$ cat src/hdl/lrps_pkg.sv
// ----------------------------------------------------------------------------
// lrps_pkg
// Shared types and codes for the latching relay pulse sequencer.
// ----------------------------------------------------------------------------
package lrps_pkg;

  localparam int unsigned ModeW  = 3;
  localparam int unsigned EventW = 2;
  localparam int unsigned TicksW = 8;
  localparam int unsigned CoilW  = 4;

  localparam logic [ModeW-1:0] ModeInit      = 3'd0;
  localparam logic [ModeW-1:0] ModeWaitInit  = 3'd1;
  localparam logic [ModeW-1:0] ModeSet       = 3'd2;
  localparam logic [ModeW-1:0] ModeReset     = 3'd3;
  localparam logic [ModeW-1:0] ModeWaitSet   = 3'd4;
  localparam logic [ModeW-1:0] ModeWaitReset = 3'd5;

  localparam logic [EventW-1:0] EvNone  = 2'd0;
  localparam logic [EventW-1:0] EvSet   = 2'd1;
  localparam logic [EventW-1:0] EvReset = 2'd2;

  localparam logic [1:0] ReqTick  = 2'd0;
  localparam logic [1:0] ReqSet   = 2'd1;
  localparam logic [1:0] ReqReset = 2'd2;

  localparam logic [TicksW-1:0] PulseTicksReset = 8'd4;

  typedef struct packed {
    logic [1:0] req_type;
    logic       relay_index;
  } in_t;

  typedef struct packed {
    logic             set_coil_0;
    logic             reset_coil_0;
    logic             set_coil_1;
    logic             reset_coil_1;
    logic [ModeW-1:0] relay0_mode;
    logic [ModeW-1:0] relay1_mode;
    logic             event_pending;
  } out_t;

endpackage

$ cat src/hdl/latching_relay_pulse_sequencer.sv
// An accepted result is registered into the output register, or into the skid register while the output is stalled.
// One item per cycle while in_stall_o is low; state update is a single registered pass.
// A two-entry output stage (result register plus skid) keeps input open one
// item beyond an output stall.
// Reset: relay 0 in init, relay 1 in reset, reset event pending, coils off,
// pulse_ticks 4, output empty.
// ----------------------------------------------------------------------------
// latching_relay_pulse_sequencer
// Bistable relay coil pulse driver with tick-driven countdown per pulse.
// ----------------------------------------------------------------------------
module latching_relay_pulse_sequencer (
  input  logic                        clk_i,
  input  logic                        rst_ni,
  input  logic                        cfg_we_i,
  input  logic [lrps_pkg::TicksW-1:0] cfg_data_i,
  input  logic                        in_valid_i,
  output logic                        in_stall_o,
  input  lrps_pkg::in_t               in_data_i,
  output logic                        out_valid_o,
  input  logic                        out_stall_i,
  output lrps_pkg::out_t              out_data_o
);
  import lrps_pkg::*;

  logic in_acc;
  logic out_take;
  out_t res;
  out_t out_q;
  out_t skid_q;
  logic out_valid_q;
  logic skid_valid_q;

  assign in_stall_o = skid_valid_q;
  assign in_acc     = in_valid_i & ~skid_valid_q;
  assign out_take   = out_valid_q & ~out_stall_i;

  lrps_core u_core (
    .clk_i      (clk_i),
    .rst_ni     (rst_ni),
    .cfg_we_i   (cfg_we_i),
    .cfg_data_i (cfg_data_i),
    .acc_i      (in_acc),
    .in_i       (in_data_i),
    .res_o      (res)
  );

  always_ff @(posedge clk_i or negedge rst_ni) begin
    if (!rst_ni) begin
      out_valid_q  <= 1'b0;
      skid_valid_q <= 1'b0;
    end else if (skid_valid_q) begin
      if (out_take) begin
        skid_valid_q <= 1'b0;
      end
    end else if (in_acc) begin
      if (!out_valid_q || out_take) begin
        out_valid_q <= 1'b1;
      end else begin
        skid_valid_q <= 1'b1;
      end
    end else if (out_take) begin
      out_valid_q <= 1'b0;
    end
  end

  // hold payload while stalled; advance from skid first
  always_ff @(posedge clk_i) begin
    if (skid_valid_q) begin
      if (out_take) begin
        out_q <= skid_q;
      end
    end else if (in_acc) begin
      if (!out_valid_q || out_take) begin
        out_q <= res;
      end else begin
        skid_q <= res;
      end
    end
  end

  assign out_valid_o = out_valid_q;
  assign out_data_o  = out_q;

endmodule

$ cat src/hdl/lrps_core.sv
// ----------------------------------------------------------------------------
// lrps_core
// Relay state, shared countdown and coil lines; one transfer per cycle.
// ----------------------------------------------------------------------------
module lrps_core (
  input  logic                          clk_i,
  input  logic                          rst_ni,
  input  logic                          cfg_we_i,
  input  logic [lrps_pkg::TicksW-1:0]   cfg_data_i,
  input  logic                          acc_i,
  input  lrps_pkg::in_t                 in_i,
  output lrps_pkg::out_t                res_o
);
  import lrps_pkg::*;

  logic [TicksW-1:0] ticks_q, ticks_d;
  logic [ModeW-1:0]  mode0_q, mode0_d;
  logic [ModeW-1:0]  mode1_q, mode1_d;
  logic [EventW-1:0] event_q, event_d;
  logic              tgt_q, tgt_d;
  logic [TicksW-1:0] cnt_q, cnt_d;
  logic [CoilW-1:0]  coil_q, coil_d;
  logic [ModeW-1:0]  cur_mode, nxt_mode;

  assign ticks_d  = cfg_we_i ? cfg_data_i : ticks_q;
  assign cur_mode = tgt_q ? mode1_q : mode0_q;

  always_comb begin
    mode0_d  = mode0_q;
    mode1_d  = mode1_q;
    event_d  = event_q;
    tgt_d    = tgt_q;
    cnt_d    = cnt_q;
    coil_d   = coil_q;
    nxt_mode = cur_mode;
    if (acc_i) begin
      case (in_i.req_type)
        ReqTick: begin
          if (cnt_q != '0) begin
            cnt_d = cnt_q - 1'b1;
          end
          if (event_q != EvNone) begin
            case (cur_mode)
              ModeInit: begin
                coil_d[1] = 1'b1;
                coil_d[3] = 1'b1;
                cnt_d     = ticks_q;
                nxt_mode  = ModeWaitInit;
              end
              ModeWaitInit: begin
                if (cnt_d == '0) begin
                  coil_d[1] = 1'b0;
                  coil_d[3] = 1'b0;
                  nxt_mode  = ModeReset;
                end
              end
              ModeWaitSet: begin
                if (cnt_d == '0) begin
                  coil_d[{tgt_q, 1'b0}] = 1'b0;
                  nxt_mode              = ModeSet;
                end
              end
              ModeWaitReset: begin
                if (cnt_d == '0) begin
                  coil_d[{tgt_q, 1'b1}] = 1'b0;
                  nxt_mode              = ModeReset;
                end
              end
              ModeSet: begin
                if (event_q == EvReset) begin
                  coil_d[{tgt_q, 1'b1}] = 1'b1;
                  cnt_d                 = ticks_q;
                  nxt_mode              = ModeWaitReset;
                end else begin
                  event_d = EvNone;
                end
              end
              ModeReset: begin
                if (event_q == EvSet) begin
                  coil_d[{tgt_q, 1'b0}] = 1'b1;
                  cnt_d                 = ticks_q;
                  nxt_mode              = ModeWaitSet;
                end else begin
                  event_d = EvNone;
                end
              end
              default: begin
                nxt_mode = cur_mode;
              end
            endcase
            if (tgt_q) begin
              mode1_d = nxt_mode;
            end else begin
              mode0_d = nxt_mode;
            end
          end
        end
        ReqSet: begin
          tgt_d   = in_i.relay_index;
          event_d = EvSet;
        end
        ReqReset: begin
          tgt_d   = in_i.relay_index;
          event_d = EvReset;
        end
        default: begin
          tgt_d = tgt_q;
        end
      endcase
    end
  end

  always_ff @(posedge clk_i or negedge rst_ni) begin
    if (!rst_ni) begin
      ticks_q <= PulseTicksReset;
      mode0_q <= ModeInit;
      mode1_q <= ModeReset;
      event_q <= EvReset;
      tgt_q   <= 1'b0;
      cnt_q   <= '0;
      coil_q  <= '0;
    end else begin
      ticks_q <= ticks_d;
      mode0_q <= mode0_d;
      mode1_q <= mode1_d;
      event_q <= event_d;
      tgt_q   <= tgt_d;
      cnt_q   <= cnt_d;
      coil_q  <= coil_d;
    end
  end

  assign res_o.set_coil_0    = coil_d[0];
  assign res_o.reset_coil_0  = coil_d[1];
  assign res_o.set_coil_1    = coil_d[2];
  assign res_o.reset_coil_1  = coil_d[3];
  assign res_o.relay0_mode   = mode0_d;
  assign res_o.relay1_mode   = mode1_d;
  assign res_o.event_pending = (event_d != EvNone);

endmodule

$ cat config.mk
export PLATFORM = sky130hd
export DESIGN_NAME = latching_relay_pulse_sequencer
export DESIGN_NICKNAME = d
export VERILOG_FILES = /design/src/hdl/lrps_pkg.sv /design/src/hdl/latching_relay_pulse_sequencer.sv /design/src/hdl/lrps_core.sv
export SDC_FILE = /design/constraint.sdc
export NUM_CORES = 1
export LEC_CHECK = 0
export ABC_AREA = 1
export BUFFER_PORTS_ARGS = -buffer_cell sky130_fd_sc_hd__buf_2
export CAP_MARGIN = 10
export CORE_MARGIN = 4
export CORE_UTILIZATION = 63
export DETAILED_ROUTE_END_ITERATION = 6
export PLACE_DENSITY = 0.82
export RECOVER_POWER = 25
export SETUP_SLACK_MARGIN = 0.15
export SYNTH_ARGS = -nofsm -noshare
export SYNTH_HDL_FRONTEND = slang
export SYNTH_SLANG_ARGS = --single-unit
$ cat constraint.sdc
create_clock -name clk_i -period 6.6 [get_ports clk_i]
set_clock_uncertainty 0.05 [all_clocks]
set_input_delay 1.32 -clock clk_i [delete_from_list [all_inputs] [get_ports clk_i]]
set_output_delay 1.32 -clock clk_i [all_outputs]
set_load 0.02 [all_outputs]
# Word-level counts from Yosys, hierarchy flattened
# Cells that the tools add are included.
dict set report word_totals {
  out_inout_bits 13
  elab_cells 125
  inputBits 16
  ff_bits 53
}
dict set report classes {
  n_bitwise 11
  n_eq_ne 11
  n_addsub 1
  n_reduce_logical 20
  mux 55
  n_lt_le_gt_ge 4
}
# op count
set ops {}
lappend ops {{8-bit two-way mux} 6}
lappend ops {{11-bit two-way mux} 4}
lappend ops {{3-bit two-way mux} 13}
lappend ops {{4-bit two-way mux} 7}
lappend ops {{8-bit one-hot mux with 3 select lines} 1}
lappend ops {{3-bit one-hot mux with 5 select lines} 1}
lappend ops {{1-bit one-hot mux with 6 select lines} 2}
lappend ops {{1-bit two-way mux} 11}
lappend ops {{2-bit nonzero test} 5}
lappend ops {{3-bit AND reduction} 3}
lappend ops {{4-bit AND} 2}
lappend ops {{8-bit logical NOT} 1}
lappend ops {{2-bit two-way mux} 4}
lappend ops {{1-bit one-hot mux with 4 select lines} 2}
lappend ops {{8-bit nonzero test} 1}
lappend ops {{8-bit by 1-bit subtractor with 8-bit output (second input constant)} 1}
lappend ops {{3-bit by 2-bit == test with 1-bit output (second input constant)} 2}
lappend ops {{3-bit == test (second input constant)} 2}
lappend ops {{2-bit by 3-bit less-than comparator with 1-bit output (second input constant)} 2}
lappend ops {{2-bit one-hot mux with 3 select lines} 1}
lappend ops {{2-bit by 1-bit == test with 1-bit output (second input constant)} 2}
lappend ops {{2-bit == test (second input constant)} 2}
lappend ops {{2-bit by 1-bit greater-or-equal comparator with 1-bit output (second input constant)} 2}
lappend ops {{3-bit NOT with 4-bit output} 1}
lappend ops {{other kinds (17)} 24}

# Logic depth before layout (Yosys ltp)
dict set report logic_depth {
  ltp_word 14
  ltp_mapped 16
  mapped_depth_nobuf 16
}

# By module
# From an unflattened synthesis, not the netlist that was laid out.
dict set report hier_totals {
  cells_unflattened 361
  area_unflattened_um2 2952.8
}
# module cells_per_inst area_per_inst_um2 instances
set modules_own_cells {}
lappend modules_own_cells {lrps_core 282 2005.7 1}
lappend modules_own_cells {latching_relay_pulse_sequencer 79 947.2 1}

# Worst setup path before layout
# No wires, ideal clock.
dict set report synth_timing {
  path_kind {input-to-reg}
  startpoint {input port in_data_i[1] (netlist name)}
  endpoint {register out_q, in the netlist out_data_o[2], data pin}
  arrival_time_ns 2.434
  setup_slack_ns 3.863
  required_ns 6.297
  setup_time_ns 0.253
  path_stages 10
  cell_sequence {inv_1 ha_1 nand2_1 nor2_1 inv_2 nor2_1 or2_2 and2_1 nand2_1 nand2_1}
}
# element line
set synth_lines {}
lappend synth_lines {{start: declaration} latching_relay_pulse_sequencer.sv:18} ;# input lrps_pkg::in_t in_data_i,
lappend synth_lines {{end signal: assignment} latching_relay_pulse_sequencer.sv:70} ;# out_q <= skid_q;
lappend synth_lines {{end signal: assignment} latching_relay_pulse_sequencer.sv:74} ;# out_q <= res;
lappend synth_lines {{end: declaration} latching_relay_pulse_sequencer.sv:28} ;# out_t out_q;

==> results by group <==
Worst setup path
  – Critical Path Slowest Stage Cell: sky130_fd_sc_hd__a21oi_1
  – Startpoint of the most critical register-to-register path: in_stall_o
  – Worst reg-to-reg path cell count: 12
  – CP Cell Sequence: buf_2 > inv_1 > ha_1 > nand2_1 > nor2_1 > inv_2 > a21oi_1 > nand3_1 > nand2_1 > nand2_1 > nand2_1 > nand2_1
  – Endpoint arrival time on the critical path: 2.77 ns
  – Crit path launch: in_data_i[1]
  – Element type at the critical path end: register
  – Worst R2R End: out_data_o[9]
  – Largest driver fanout on the critical path: 6
  – Minimum setup slack among reg-to-reg paths: a little over 4 ns
  – Delay of the slowest critical-path stage: 0.27 ns
  – CP dominant cell by count: sky130_fd_sc_hd__nand2_1
  – Required time at the endpoint of the critical path: 6.62 ns
  – Type of the worst setup path: primary input to register
  – Nature of the critical path startpoint: primary input

Die
  – Row count: 24
  – Chip height: around 76 microns
  – Number of ports placed on the die boundary: 29
  – Starting Density: between 60% and 70%
  – Area of the core: 0.00438 sq mm
  – Die ar.: roughly 0.0057 sq mm
  – Die width: 75.5 microns

Routing
  – Top sig layer: met4
  – Detail-routed net length per standard cell: 13.6 microns
  – Count of vias placed by the detailed router: around 2300
  – Number of detailed-routing iterations run before antenna repair: 7
  – Total wirelength of the detailed-routed design: a little under 6000 microns
  – Antenna-violating nets left: 0
  – DRC Markers: 0
  – Number of vias per cell: 5.36
  – Detailed router's first-iteration violation count: 116
  – Routed metal-1 wirelength: 2360 microns
  – Met3 routed wirelength: 264 microns
  – Total met2 wirelength after detailed routing: 3070 microns

Pwr
  – Sequential group share of total power: between 30 and 40%
  – Part of the power in combinational logic: about half
  – Switching pwr: 660 uW
  – Pwr dens: 461 mW/mm^2
  – Maximum vdd ir drop: 234 uV
  – Leakage power: approximately 0.0015 uW
  – Switching part of the total: 45.8%
  – Share of power burned in the clock network: 12.3%
  – Power Internal: 781 uW

Timing
  – Worst slew margin relative to its limit: -16.7%
  – Final critical path time including I/O delays and setup: 2.75 ns
  – Maximum frequency from static timing analysis: 364 MHz
  – Final worst-path cycle share: 41.6%
  – Post-Route Setup TNS: 0 ns
  – Final-report hold violation count: 0
  – Setup repair after global routing missed its margin: false
  – Count of pins over their slew limit: 32
  – Worst setup margin: between 3 and 4 ns
  – Setup Viol. Count Final: 0
  – Slew of the pin with the lowest slew margin: 1.75 ns

Min path
  – Hold_sp: u_core.ticks_q[2]
  – Hold WC Path Type: register to register
  – End of the worst hold path: u_core.ticks_q[2]
  – Number of cells on the worst hold path: 2

Flow run
  – Max Cap Violations: 1

Placement
  – Port Buffer Count: 28
  – Setup Slack @ Placement: 3.55 ns
  – RD Place Congestion: about 0.94
  – DP HPWL: between 4000 and 5000 microns
  – Instance area at placement: 0.00304 sq mm

Clock tree
  – Clock sink count: 53
  – Cts-stage hold buffer count: 0
  – Number of buffers inserted by post-CTS setup repair: 0
  – Number of H-tree branching levels: 2
  – Clock tree buffer depth: 2
  – CTS buffer count: 5
  – Clock latency on the worst-skew pair: 0.30 ns
  – Number of instances resized during post-cts repair: 0
  – Library cell used as clock root buffer: sky130_fd_sc_hd__clkbuf_8
  – Clock transition at the registers of the reported paths: 0.09 ns
  – CTS tree: done

Finish
  – Synthesis-to-finish area growth: 8.75%
  – Top library cells by usage in the layout, fill and taps aside: sky130_fd_sc_hd__nand2_1, sky130_fd_sc_hd__inv_1, sky130_fd_sc_hd__nor2_1
  – Multi-input gate area: 0.00117 sq mm
  – Final Net Count: 397
  – Number of diodes: 0
  – Cell area after layout: 0.00312 sq mm
  – Filler Cell Count: 355
  – Storage cell area: 0.00144 sq mm
  – Proportion of layout cells with a drive suffix above 1: 17.8%
  – Most common cell after layout, fill and taps aside: sky130_fd_sc_hd__nand2_1
  – Utilization of the core after routing: 71.3%

Yosys
  – Most area-consuming cells after synthesis: sky130_fd_sc_hd__dfrtp_1, sky130_fd_sc_hd__edfxtp_1, sky130_fd_sc_hd__nand2_1
  – Mean post-synth cell area: between 8 and 9 sq um
  – Number of warnings reported in the yosys synthesis log: 0
  – Post-Synthesis Cell Area: 0.00287 sq mm
  – Share of synthesized flip-flops with an asynchronous set or reset: between 50% and 60%
  – Synthesized netlist cell count: 346
  – Number of enable flip-flop cells after synthesis: 22
  – Number of flip-flops and latches in the synthesized netlist: 53
  – Share of Yosys cell area claimed by the top area cell type: 23.5%
  – Main flop type after synthesis: sky130_fd_sc_hd__dfrtp_1
  – Synthesized Nets: 367
  – Post-synthesis sequential area ratio: 50.2%
  – Dominant cell type by area after synthesis: sky130_fd_sc_hd__dfrtp_1
  – Number of library cell types mapped by synthesis: 35

Global route
  – GRT overflow: 0
  – Initial antenna violation count: 0
  – Total global-route track usage: a little under a quarter
  – Global-route wire length before repair: 9970 microns
  – Number of global-route vias before repair: about 2200
  – Pin count of the biggest net entering global routing: 32

Run status
  – Failing checks: max-capacitance violations, max-slew violations
  – Run status: finished with violations
-- synth_stat cells (2+ instances only) --
library cell	number
sky130_fd_sc_hd__nand2_1	93
sky130_fd_sc_hd__inv_1	52
sky130_fd_sc_hd__nor2_1	29
sky130_fd_sc_hd__dfrtp_1	27
sky130_fd_sc_hd__edfxtp_1	22
sky130_fd_sc_hd__o21ai_0	22
sky130_fd_sc_hd__nand3_1	21
sky130_fd_sc_hd__o21ai_1	13
sky130_fd_sc_hd__a21oi_1	11
sky130_fd_sc_hd__ha_1	5
sky130_fd_sc_hd__nor2_2	5
sky130_fd_sc_hd__and2_1	4
sky130_fd_sc_hd__clkbuf_1	4
sky130_fd_sc_hd__dfstp_2	4
sky130_fd_sc_hd__inv_2	4
sky130_fd_sc_hd__nand2_2	4
sky130_fd_sc_hd__o211ai_2	4
sky130_fd_sc_hd__nand3_2	3
sky130_fd_sc_hd__o21ai_2	2
sky130_fd_sc_hd__or2_2	2
-- registers in the layout, summed over array words and instances (netlist names) --
name / cells
out_data_o: 11
skid_q: 11
u_core.cnt_q: 8
u_core.ticks_q: 8
u_core.coil_q: 4
u_core.mode0_q: 3
u_core.mode1_q: 3
u_core.event_q: 2
in_stall_o: 1
out_valid_o: 1
u_core.tgt_q: 1
-- how the worst max path moves through the flow --
stage,endpoint,cells past startpoint
2_1_floorplan,out_data_o[2],10
3_3_place_gp,out_data_o[8],12
5_1_grt,out_data_o[9],12
4_1_cts,out_data_o[9],12
3_5_place_dp,out_data_o[9],12
6_report,out_data_o[9],12
-- layout make-up --
class	count	area share [%]
clock inverters	1	0.240
repair buffers	29	4.61
inverters	57	6.93
well taps	52	2.08
flip-flops and latches	53	46.1
multi-input cells	230	37.6
clock buffers	7	2.44
-- cells by family after synthesis --
| group | count (synthesis) | share of synthesized area, % |
|---|---|---|
| AND/OR/NAND/NOR | 166 | 25.9 |
| flip-flops | 53 | 50.2 |
| AO/OA/AOI/OAI | 59 | 12.8 |
| adder cells (fa/ha/maj) | 5 | 2.18 |
| buffers and inverters | 63 | 8.97 |
-- routing by layer --
| layer | vias up | track usage [%] |
|---|---|---|
| met2 | 50 | 41.9 |
| li1 | 1162 | - |
| met5 | - | 0 |
| met4 | 0 | 8.16 |
| met1 | 1078 | 27.8 |
| met3 | 9 | 3.56 |
-- metrics by stage --
step                instances  hold WS, ns  power, uW
CTS                       428        0.465       1440
detailed placement        420        0.451       1260
global route              429        0.498       1570
floorplan                 346        0.410       1110
finish                    429        0.457       1440
global placement          420        0.448       1250
-- power by group through the flow --
stage	Clock, uW	Sequential, uW	Combinational [uW]
floorplan	0	592	517
global placement	0	572	674
detailed placement	0	575	687
CTS	180	569	689
global route	193	583	789
finish	177	568	695
-- worst max-delay path, delay by kind of cell --
| kind | cells | cell delay, ns |
|---|---|---|
| adders and majority gates | 1 | 0.19 |
| and+or+nand+nor | 7 | 0.72 |
| buffers and inverters | 3 | 0.26 |
| AOI/OAI and AO/OA | 1 | 0.27 |
No activity file was read; power rests on OpenSTA's default activity.
